## src/rtl/audio_block_peak_rms_meter_assert.svh

```systemverilog
// ----------------------------------------------------------------------------
// Assertion macros for the peak / rms meter
// Concurrent checks that vanish when synthesising.
// ----------------------------------------------------------------------------
`ifndef AUDIO_BLOCK_PEAK_RMS_METER_ASSERT_SVH
`define AUDIO_BLOCK_PEAK_RMS_METER_ASSERT_SVH
`ifndef SYNTHESIS
// check that a condition implies another in the same cycle
`define ABPRM_ASSERT_SAME(lbl, ante, cons) \
    lbl: assert property (@(posedge i_clk) disable iff (!i_rst_n) (ante) |-> (cons)) \
        else $error("meter check failed");
// check that a condition implies another in the next cycle
`define ABPRM_ASSERT_NEXT(lbl, ante, cons) \
    lbl: assert property (@(posedge i_clk) disable iff (!i_rst_n) (ante) |=> (cons)) \
        else $error("meter check failed");
`else
`define ABPRM_ASSERT_SAME(lbl, ante, cons)
`define ABPRM_ASSERT_NEXT(lbl, ante, cons)
`endif
`endif

```

## src/rtl/abprm_pkg.sv

```systemverilog
// ----------------------------------------------------------------------------
// abprm_pkg
// Types, constants and helpers shared by the peak / rms meter.
// ----------------------------------------------------------------------------
package abprm_pkg;

    localparam int PLANES         = 4;
    localparam int NIN            = 4;
    localparam int BLOCK_FRAMES   = 64;
    localparam int FULLSCALE_BITS = 23;
    localparam int SMP_W          = 28;
    localparam int OUT_W          = 24;
    localparam int SQ_W           = 2 * SMP_W;
    localparam int SUM_W          = 60;
    localparam int ROOT_W         = SUM_W / 2;
    localparam int LVL_W          = 16;
    localparam int DECAY_W        = 16;
    localparam int PROD_W         = SMP_W + DECAY_W;
    localparam int CLIP_W         = 16;
    localparam int CNT_W          = $clog2(BLOCK_FRAMES + 1);
    localparam int PL_W           = (PLANES > 1) ? $clog2(PLANES) : 1;
    localparam int IT_W           = $clog2(SUM_W);
    localparam int LANE_CNT_W     = $clog2(PLANES + 1);

    localparam logic [DECAY_W-1:0] DECAY_RESET = 16'd58982;
    localparam logic [SUM_W-1:0]   SUM_MAX     = {SUM_W{1'b1}};
    localparam logic [LVL_W-1:0]   LVL_MAX     = {LVL_W{1'b1}};

    localparam logic KIND_FRAME = 1'b0;
    localparam logic KIND_METER = 1'b1;

    typedef struct packed {
        logic signed [SMP_W-1:0] sample_0;
        logic signed [SMP_W-1:0] sample_1;
        logic signed [SMP_W-1:0] sample_2;
        logic signed [SMP_W-1:0] sample_3;
        logic                    end_of_block;
    } t_in_item;

    typedef struct packed {
        logic                    kind;
        logic [1:0]              plane;
        logic signed [OUT_W-1:0] out_0;
        logic signed [OUT_W-1:0] out_1;
        logic signed [OUT_W-1:0] out_2;
        logic signed [OUT_W-1:0] out_3;
        logic [LVL_W-1:0]        peak_level;
        logic [LVL_W-1:0]        rms_level;
        logic [CLIP_W-1:0]       clip_count;
        logic                    last;
    } t_out_item;

    typedef struct packed {
        logic load;
        logic square;
        logic accum;
        logic start;
    } t_lane_ctrl;

    typedef struct packed {
        logic             busy;
        logic [LVL_W-1:0] peak_level;
        logic [LVL_W-1:0] rms_level;
    } t_lane_stat;

    typedef enum logic [2:0] {
        S_IDLE, S_SQR, S_ACC, S_FRAME, S_CALC, S_WAIT, S_METER
    } t_state;

    typedef enum logic [2:0] {
        L_IDLE, L_MUL, L_HOLD, L_DIV, L_SQRT, L_LVL
    } t_lane_st;

    // scale a magnitude to a 16-bit meter, full scale and above read as maximum
    function automatic logic [LVL_W-1:0] to_level(input logic [ROOT_W-1:0] v);
        logic [FULLSCALE_BITS+LVL_W-1:0] prod;
        prod = v[FULLSCALE_BITS-1:0] * (FULLSCALE_BITS + LVL_W)'(LVL_MAX);
        if (v >= ROOT_W'(2 ** FULLSCALE_BITS)) begin
            return LVL_MAX;
        end
        return prod[FULLSCALE_BITS+LVL_W-1:FULLSCALE_BITS];
    endfunction

endpackage

```

## src/rtl/abprm_lane.sv

```systemverilog
// ----------------------------------------------------------------------------
// abprm_lane
// One plane: clamp, square and peak accumulation per frame, then peak hold
// decay, mean-square division and square root at block close.
// ----------------------------------------------------------------------------
module abprm_lane (
    input  logic                              i_clk,
    input  logic                              i_rst_n,
    input  abprm_pkg::t_lane_ctrl             i_ctrl,
    input  logic signed [abprm_pkg::SMP_W-1:0] i_sample,
    input  logic [abprm_pkg::CNT_W-1:0]       i_frames,
    input  logic [abprm_pkg::DECAY_W-1:0]     i_decay,
    output logic signed [abprm_pkg::OUT_W-1:0] o_out,
    output logic                              o_clip,
    output abprm_pkg::t_lane_stat             o_stat
);
    import abprm_pkg::*;

    localparam logic signed [SMP_W-1:0] POS_LIM = SMP_W'(2 ** FULLSCALE_BITS - 1);
    localparam logic signed [SMP_W-1:0] NEG_LIM = -SMP_W'(2 ** FULLSCALE_BITS);
    localparam int RW = ROOT_W + 2;

    t_lane_st r_st, n_st;

    logic signed [SMP_W-1:0] r_x;
    logic [SMP_W-1:0]        r_mag;
    logic [SQ_W-1:0]         r_sq;
    logic signed [OUT_W-1:0] r_y, n_y;
    logic                    r_clip, n_clip;
    logic [SMP_W-1:0]        r_peak, r_hold, r_bp;
    logic [SUM_W-1:0]        r_sum, r_dvd;
    logic [PROD_W-1:0]       r_prod;
    logic [CNT_W-1:0]        r_rem;
    logic [RW-1:0]           r_srem;
    logic [ROOT_W-1:0]       r_root;
    logic [IT_W-1:0]         r_it;
    logic [LVL_W-1:0]        r_pk_lvl, r_rms_lvl;
    logic [SMP_W-1:0]        mag;
    logic [SUM_W:0]          sum_add;
    logic [CNT_W:0]          div_try;
    logic [RW+1:0]           sq_cand, sq_trial;
    logic                    it_end;

    // magnitude and hard clamp of the held sample
    always_comb begin
        mag    = r_x[SMP_W-1] ? SMP_W'(-r_x) : SMP_W'(r_x);
        n_y    = OUT_W'(r_x);
        n_clip = 1'b0;
        if (r_x >= POS_LIM + SMP_W'(1)) begin
            n_y    = OUT_W'(POS_LIM);
            n_clip = 1'b1;
        end else if (r_x <= NEG_LIM) begin
            n_y    = OUT_W'(NEG_LIM);
            n_clip = 1'b1;
        end
    end

    assign sum_add  = {1'b0, r_sum} + (SUM_W + 1)'(r_sq);
    assign div_try  = {r_rem, r_dvd[SUM_W-1]};
    assign sq_cand  = {r_srem, r_dvd[SUM_W-1 -: 2]};
    assign sq_trial = (RW + 2)'({r_root, 2'b01});

    // next state of the close sequencer
    always_comb begin
        n_st   = r_st;
        it_end = 1'b0;
        case (r_st)
            L_IDLE: begin
                if (i_ctrl.start) n_st = L_MUL;
            end
            L_MUL:  n_st = L_HOLD;
            L_HOLD: n_st = L_DIV;
            L_DIV: begin
                it_end = (r_it == IT_W'(SUM_W - 1));
                if (it_end) n_st = L_SQRT;
            end
            L_SQRT: begin
                it_end = (r_it == IT_W'(ROOT_W - 1));
                if (it_end) n_st = L_LVL;
            end
            L_LVL:  n_st = L_IDLE;
            default: n_st = L_IDLE;
        endcase
    end

    // status towards the merge stage
    always_comb begin
        o_stat.busy       = (r_st != L_IDLE);
        o_stat.peak_level = r_pk_lvl;
        o_stat.rms_level  = r_rms_lvl;
    end

    assign o_out  = r_y;
    assign o_clip = r_clip;

    always_ff @(posedge i_clk) begin
        if (!i_rst_n) begin
            r_st   <= L_IDLE;
            r_peak <= '0;
            r_hold <= '0;
            r_sum  <= '0;
        end else begin
            r_st <= n_st;
            // capture the request's sample
            if (i_ctrl.load) r_x <= i_sample;
            // square and clamp
            if (i_ctrl.square) begin
                r_mag  <= mag;
                r_sq   <= mag * mag;
                r_y    <= n_y;
                r_clip <= n_clip;
            end
            // accumulate peak and saturating sum of squares
            if (i_ctrl.accum) begin
                if (r_mag > r_peak) r_peak <= r_mag;
                r_sum <= sum_add[SUM_W] ? SUM_MAX : sum_add[SUM_W-1:0];
            end
            case (r_st)
                L_IDLE: begin
                    if (i_ctrl.start) begin
                        r_bp   <= r_peak;
                        r_dvd  <= r_sum;
                        r_peak <= '0;
                        r_sum  <= '0;
                    end
                end
                L_MUL: begin
                    r_prod <= r_hold * i_decay;
                    r_rem  <= '0;
                    r_it   <= '0;
                end
                L_HOLD: begin
                    r_hold <= (r_bp > r_prod[PROD_W-1:DECAY_W]) ? r_bp
                                                              : r_prod[PROD_W-1:DECAY_W];
                end
                L_DIV: begin
                    // one quotient bit per cycle
                    if (div_try >= {1'b0, i_frames}) begin
                        r_rem <= CNT_W'(div_try - {1'b0, i_frames});
                        r_dvd <= {r_dvd[SUM_W-2:0], 1'b1};
                    end else begin
                        r_rem <= CNT_W'(div_try);
                        r_dvd <= {r_dvd[SUM_W-2:0], 1'b0};
                    end
                    r_it   <= it_end ? '0 : r_it + IT_W'(1);
                    r_srem <= '0;
                    r_root <= '0;
                end
                L_SQRT: begin
                    // one root bit per cycle
                    if (sq_cand >= sq_trial) begin
                        r_srem <= RW'(sq_cand - sq_trial);
                        r_root <= {r_root[ROOT_W-2:0], 1'b1};
                    end else begin
                        r_srem <= RW'(sq_cand);
                        r_root <= {r_root[ROOT_W-2:0], 1'b0};
                    end
                    r_dvd <= {r_dvd[SUM_W-3:0], 2'b00};
                    r_it  <= r_it + IT_W'(1);
                end
                L_LVL: begin
                    r_pk_lvl  <= to_level(ROOT_W'(r_hold));
                    r_rms_lvl <= to_level(r_root);
                end
                default: ;
            endcase
        end
    end

endmodule

```

## config.mk

```make
export PLATFORM = sky130hd
export DESIGN_NAME = abprm_lane
export DESIGN_NICKNAME = d
export VERILOG_FILES = /design/src/rtl/audio_block_peak_rms_meter_assert.svh /design/src/rtl/abprm_pkg.sv /design/src/rtl/abprm_lane.sv
export SDC_FILE = /design/constraint.sdc
export NUM_CORES = 2
export LEC_CHECK = 0
export BUFFER_PORTS_ARGS = -buffer_cell sky130_fd_sc_hd__buf_4
export CORE_MARGIN = 5
export CORE_UTILIZATION = 62
export DETAILED_ROUTE_END_ITERATION = 8
export PLACE_DENSITY = 0.84
export SYNTH_ARGS = -nofsm -noshare
export SYNTH_HDL_FRONTEND = slang
export SYNTH_SLANG_ARGS = --single-unit
export TNS_END_PERCENT = 1
```

## constraint.sdc

```tcl
create_clock -name i_clk -period 10.55 [get_ports i_clk]
set_input_delay 1.055 -clock i_clk [delete_from_list [all_inputs] [get_ports i_clk]]
set_output_delay 1.055 -clock i_clk [all_outputs]
set_load 0.005 [all_outputs]
```

**After elaboration in Yosys (flattened, before gate mapping)**

Index checks and enable logic that the tools add are counted.

- Register bits: 495
- Input bits: 57
- Output and inout bits: 58
- Word-level logic and storage cells: 99

- Add/subtract/negate cells: 5
- Multiply operators: 4
- Order comparisons: 8
- Equal/unequal tests: 10
- Muxes and demuxes: 38
- Reduce and logical (&&, ||, !) cells: 16

Operator list:

| cell | number |
|---|---|
| two-way mux 60 bit | 5 |
| case mux 60 bit (3 select lines) | 1 |
| two-way mux 28 bit | 6 |
| multiplier 23 x 16 -> 39 bit, second input constant | 2 |
| two-way mux 16 bit | 4 |
| case mux 32 bit (2 select lines) | 1 |
| adder 60 x 56 -> 61 bit | 1 |
| case mux 30 bit (2 select lines) | 1 |
| greater-than comparator 28 bit | 2 |
| multiplier 28 x 28 -> 56 bit | 1 |
| multiplier 28 x 16 -> 44 bit | 1 |
| >= comparator 34 x 32 -> 1 bit | 1 |
| two-way mux 32 bit | 1 |
| subtractor 32 bit | 1 |
| >= comparator 30 x 24 -> 1 bit, second input constant | 1 |
| >= comparator 28 x 24 -> 1 bit, second input constant | 1 |
| >= comparator 28 x 25 -> 1 bit, second input constant | 1 |
| <= comparator 28 x 24 -> 1 bit, second input constant | 1 |
| negation 28 bit | 1 |
| two-way mux 24 bit | 1 |
| case mux 6 bit (3 select lines) | 1 |
| case mux 3 bit (5 select lines) | 1 |
| case mux 7 bit (2 select lines) | 1 |
| AND reduction 2 bit | 7 |
| other kinds (18) | 37 |

**Logic depth before layout (Yosys ltp)**

- Depth in word-level cells: 5
- Gate-level depth with buffers: 39
- Mapped depth without buffers: 35

**Worst setup path after synthesis**

OpenSTA, ideal clock, no wires.

- Kind: register to register
- Start: register r_x[9]
- End: register r_sq[53], data pin
- Setup time: 0.258 ns
- Arrival: 9.221 ns
- Required time: 10.292 ns
- Setup slack: 1.071 ns
- Stages on the path, launching flop included: 36
- Path buffers: 2
- Period minus slack after synthesis: 9.479 ns
- Path through: edfxtp_1 or4_4 or3_4 nor4_4 and2_4 nand2b_2 or2_4 o41ai_4 xor2_4 buf_2 nor2_1 fa_1 inv_1 fa_1 inv_1 fa_1 inv_1 fa_1 inv_1 fa_1 fa_1 inv_1 fa_1 inv_1 ha_1 clkbuf_1 a21o_1 a21o_1 a21o_1 a311o_1 a21oi_1 o221ai_1 a21oi_1 o21ai_0 a221o_1 xor2_1

- Word-level cells in the longest chain between the ends: 3

RTL lines:

| item | line | source |
|---|---|---|
| from (decl) | abprm_lane.sv:25 | `logic signed [SMP_W-1:0] r_x;` |
| from (signal assigned) | abprm_lane.sv:105 | `if (i_ctrl.load) r_x <= i_sample;` |
| negation 28 bit | abprm_lane.sv:46 | `mag = r_x[SMP_W-1] ? SMP_W'(-r_x) : SMP_W'(r_x);` |
| two-way mux 28 bit * | abprm_lane.sv:46 |  |
| multiplier 28 x 28 -> 56 bit * | abprm_lane.sv:109 | `r_sq <= mag * mag;` |
| to (signal assigned) | abprm_lane.sv:109 |  |
| to (decl) | abprm_lane.sv:27 | `logic [SQ_W-1:0] r_sq;` |

Mark *: on every way between the ends. The rest lies on a longest branch, timed or not.
A chain may end at the register's enable or synchronous reset.

**Final worst setup path**

Ends and elaborated chain as after synthesis.

==> flow_results.xml <==
<?xml version="1.0" encoding="UTF-8"?>
<metrics>
  <group name="grt">
    <metric name="grt_first_pass_wirelength" unit="um">301000</metric>
    <metric name="first_global_vias" unit="">59100</metric>
    <metric name="grt_start_max_net_pins" unit="">99</metric>
    <metric name="antenna_found_initial" unit="">1</metric>
    <metric name="gr-total-overflow" unit="">0</metric>
    <metric name="groute.usage.overall" unit="%">29.7</metric>
  </group>
  <group name="synth">
    <metric name="netlist_instances" unit="">7741</metric>
    <metric name="netlist_top_cells_area" unit="">sky130_fd_sc_hd__fa_1 36%, sky130_fd_sc_hd__edfxtp_1 15%, sky130_fd_sc_hd__ha_1 11%, sky130_fd_sc_hd__inv_1 9.1%, sky130_fd_sc_hd__nand2_1 4.1%</metric>
    <metric name="yosys_top_cell_area_share" unit="%">36.3</metric>
    <metric name="asyncSetResetFlopFracSynth" unit="%">0</metric>
    <metric name="synth_cell_type_count" unit="">85</metric>
    <metric name="synth.yosys.seq_area_share" unit="%">17.8</metric>
    <metric name="commonest_cells_in_the_netlist" unit="">1793 x sky130_fd_sc_hd__inv_1, 1341 x sky130_fd_sc_hd__fa_1, 812 x sky130_fd_sc_hd__nand2_1</metric>
    <metric name="yosysWarningCount" unit="">0</metric>
    <metric name="number_of_register_bits_inferred_by_synthesis" unit="">477</metric>
    <metric name="synth_largest_area_cell" unit="">sky130_fd_sc_hd__fa_1</metric>
    <metric name="synth_area_per_cell" unit="um^2">9.55</metric>
    <metric name="netlist_area" unit="um^2">73900</metric>
    <metric name="synth_flop_cell" unit="">sky130_fd_sc_hd__edfxtp_1</metric>
    <metric name="yosysMostFrequentCell" unit="">sky130_fd_sc_hd__inv_1</metric>
    <metric name="synth_enable_flop_cells" unit="">358</metric>
  </group>
  <group name="flow_run">
    <metric name="max-cap-violations" unit="">0</metric>
  </group>
  <group name="clock_tree">
    <metric name="clock_sink_count" unit="">477</metric>
    <metric name="number_of_buffers_added_by_the_clock_tree_synthesis_step" unit="">53</metric>
    <metric name="h_tree_lvl_count" unit="">2</metric>
    <metric name="tritoncts" unit="">yes</metric>
    <metric name="cts.repair.resized" unit="">0</metric>
    <metric name="postCtsSetupRepairBufs" unit="">0</metric>
    <metric name="clk_pin_slew" unit="ps">70</metric>
    <metric name="clock_path_buffers" unit="">3</metric>
    <metric name="clock_tree_root_buffer_cell" unit="">sky130_fd_sc_hd__clkbuf_16</metric>
    <metric name="hold_buffers" unit="">0</metric>
    <metric name="clk-insertion-delay-late" unit="ps">660</metric>
  </group>
  <group name="floorplanning">
    <metric name="num_rows" unit="">126</metric>
    <metric name="coreArea" unit="um^2">118000</metric>
    <metric name="initial_core_util" unit="%">62.5</metric>
    <metric name="pin_count" unit="">115</metric>
    <metric name="die-width" unit="um">355</metric>
    <metric name="die_h" unit="um">355</metric>
    <metric name="design.die.area" unit="um^2">126000</metric>
  </group>
  <group name="sta">
    <metric name="rsz0062_at_grt" unit="">no</metric>
    <metric name="worst_slew_slack_as_a_fraction_of_its_limit" unit="%">15.8</metric>
    <metric name="finalMaxSlewViolations" unit="">0</metric>
    <metric name="worst_slew_pin_slew" unit="ps">1260</metric>
    <metric name="whs" unit="ps">460</metric>
    <metric name="final_period_minus_worst_setup_slack" unit="ps">10120</metric>
    <metric name="post-route-period-util" unit="%">95.9</metric>
    <metric name="finalSetupViolations" unit="">0</metric>
    <metric name="fmax" unit="MHz">98.9</metric>
    <metric name="final.setup.tns" unit="ps">0</metric>
    <metric name="timing_hold_violations_final" unit="">0</metric>
    <metric name="fin_worst_skew" unit="ps">21.9</metric>
  </group>
  <group name="setup_path">
    <metric name="critical_path_class" unit="">flip-flop to flip-flop</metric>
    <metric name="cp.required" unit="ps">10950</metric>
    <metric name="path_max_fanout" unit="">10</metric>
    <metric name="timing.reg2reg.setup_slack" unit="ps">430</metric>
    <metric name="end_kind" unit="">flip-flop</metric>
    <metric name="worstPathArrival" unit="ps">10510</metric>
    <metric name="cpMaxStageDelayCell" unit="">sky130_fd_sc_hd__or4_4</metric>
    <metric name="setup.worst_path.start_class" unit="">flip-flop</metric>
    <metric name="cpPeakStageDelay" unit="ps">600</metric>
  </group>
  <group name="layout">
    <metric name="layout.cells.non_filler" unit="">9288</metric>
    <metric name="post_route_cells_drive_above_1_share" unit="%">4.68</metric>
    <metric name="areaGrowthSynthToFinish" unit="%">5.94</metric>
    <metric name="finish.net_count" unit="">9774</metric>
  </group>
  <group name="placed_design">
    <metric name="routability_cong" unit="">0.975</metric>
    <metric name="buffer_ports.inserted" unit="">114</metric>
    <metric name="place.detailed.instances" unit="">9187</metric>
    <metric name="post-dp-hpwl" unit="um">144000</metric>
  </group>
  <group name="route">
    <metric name="wl" unit="um">182000</metric>
    <metric name="wire_per_inst" unit="um">19.6</metric>
    <metric name="remaining_drc_errors" unit="">0</metric>
    <metric name="antenna_violating_nets_post_route" unit="">0</metric>
    <metric name="detailedRoute.firstPassIterationCount" unit="">6</metric>
    <metric name="first_iter_violations" unit="">4298</metric>
    <metric name="post_detailed_route_via_to_cell_ratio" unit="">5.81</metric>
    <metric name="route.vias.total" unit="">54000</metric>
  </group>
  <group name="hold_path">
    <metric name="hold_class" unit="">flip-flop to flip-flop</metric>
  </group>
  <group name="status">
    <metric name="status" unit="">completed</metric>
  </group>
</metrics>
==> layout make-up <==
| type | count | area [um^2] |
|---|---|---|
| fillers | 8994 | 40000 |
| flip-flops and latches | 477 | 13100 |
| well taps | 1536 | 1920 |
| clock inverters | 29 | 340 |
| repair buffers | 207 | 1550 |
| multi-input cells | 5159 | 53000 |
| clock buffers | 70 | 1530 |
| diodes | 2 | 5.00 |
| inverters | 1808 | 6790 |
==> worst max-delay path, delay by kind of cell (launching register included) <==
family / cells / cell delay [ps]
AOI/OAI and AO/OA: 10 / 2720
xor gates and xnor gates: 2 / 460
buffers and inverters: 8 / 700
DFF: 1 / 490
adders and majority gates: 8 / 3870
and+or+nand+nor: 6 / 1610
==> final timing paths <==
kind | start | endpoint | depth (start not counted)
setup / recovery | r_x[9]$_DFFE_PP_ | r_sq[53]$_DFFE_PP_ | 34
hold / removal | r_peak[3]$_SDFF_PN0_ | r_bp[3]$_DFFE_PP_ | 0
setup reg to reg | r_x[9]$_DFFE_PP_ | r_sq[53]$_DFFE_PP_ | 34
hold reg to reg | r_peak[3]$_SDFF_PN0_ | r_bp[3]$_DFFE_PP_ | 0
==> flip-flops by register name, indices dropped and copies added (netlist names), 28 cells and up <==
signal	count
r_bp	28
r_dvd	60
r_hold	28
r_mag	28
r_peak	28
r_prod	28
r_root	30
r_sq	54
r_srem	32
r_sum	60
r_x	28
==> kinds of logic (layout without fill, tap and decap cells) <==
kind of cell    after synthesis  in the layout  share of synthesized area, %
flops                       477            477                          17.8
other cells                   2             24                        0.0102
compound gates             1115           1115                          9.69
xor+xnor                    231            231                          2.77
buf+inv                    2125           2114                          10.8
simple gates               1720           1720                          10.5
mux                          60             60                         0.813
fa+ha+maj                  2011           2011                          47.7
==> cells in the final DEF, fill, tap and decap left out, drive strengths merged, types with 135 or more instances in the layout <==
| cell | count |
|---|---|
| buf | 207 |
| nor2 | 358 |
| inv | 1802 |
| fa | 1341 |
| a21o | 155 |
| ha | 670 |
| a21oi | 288 |
| edfxtp | 358 |
| xnor2 | 151 |
| nand2 | 813 |
| o21ai | 266 |
| and2 | 135 |
==> per-stage QoR <==
stage / util (%) / setup WS (ps) / area, um^2
global placement: 64.6 / 658 / 76400
finish: 66.2 / 435 / 78300
global route: 66.2 / 16.9 / 78300
CTS: 66.2 / 439 / 78300
detailed placement: 64.6 / 512 / 76400
floorplan: - / 1070 / 74000
==> layer usage <==
layer  wire (um)  share of wire (%)  global-route usage [%]  vias up
met4       10100                5.6                    13.6        0
met5           0                  0                       0        -
met3       14400                7.9                    5.45      696
met1       67000                 37                    35.8    26800
met2       90600                 50                    52.0     2252
li1            -                  -                       -    24300
Power is left out: the tool's default activity adds up to more than one toggle a clock period on the data nets, which glitch-free logic cannot reach.
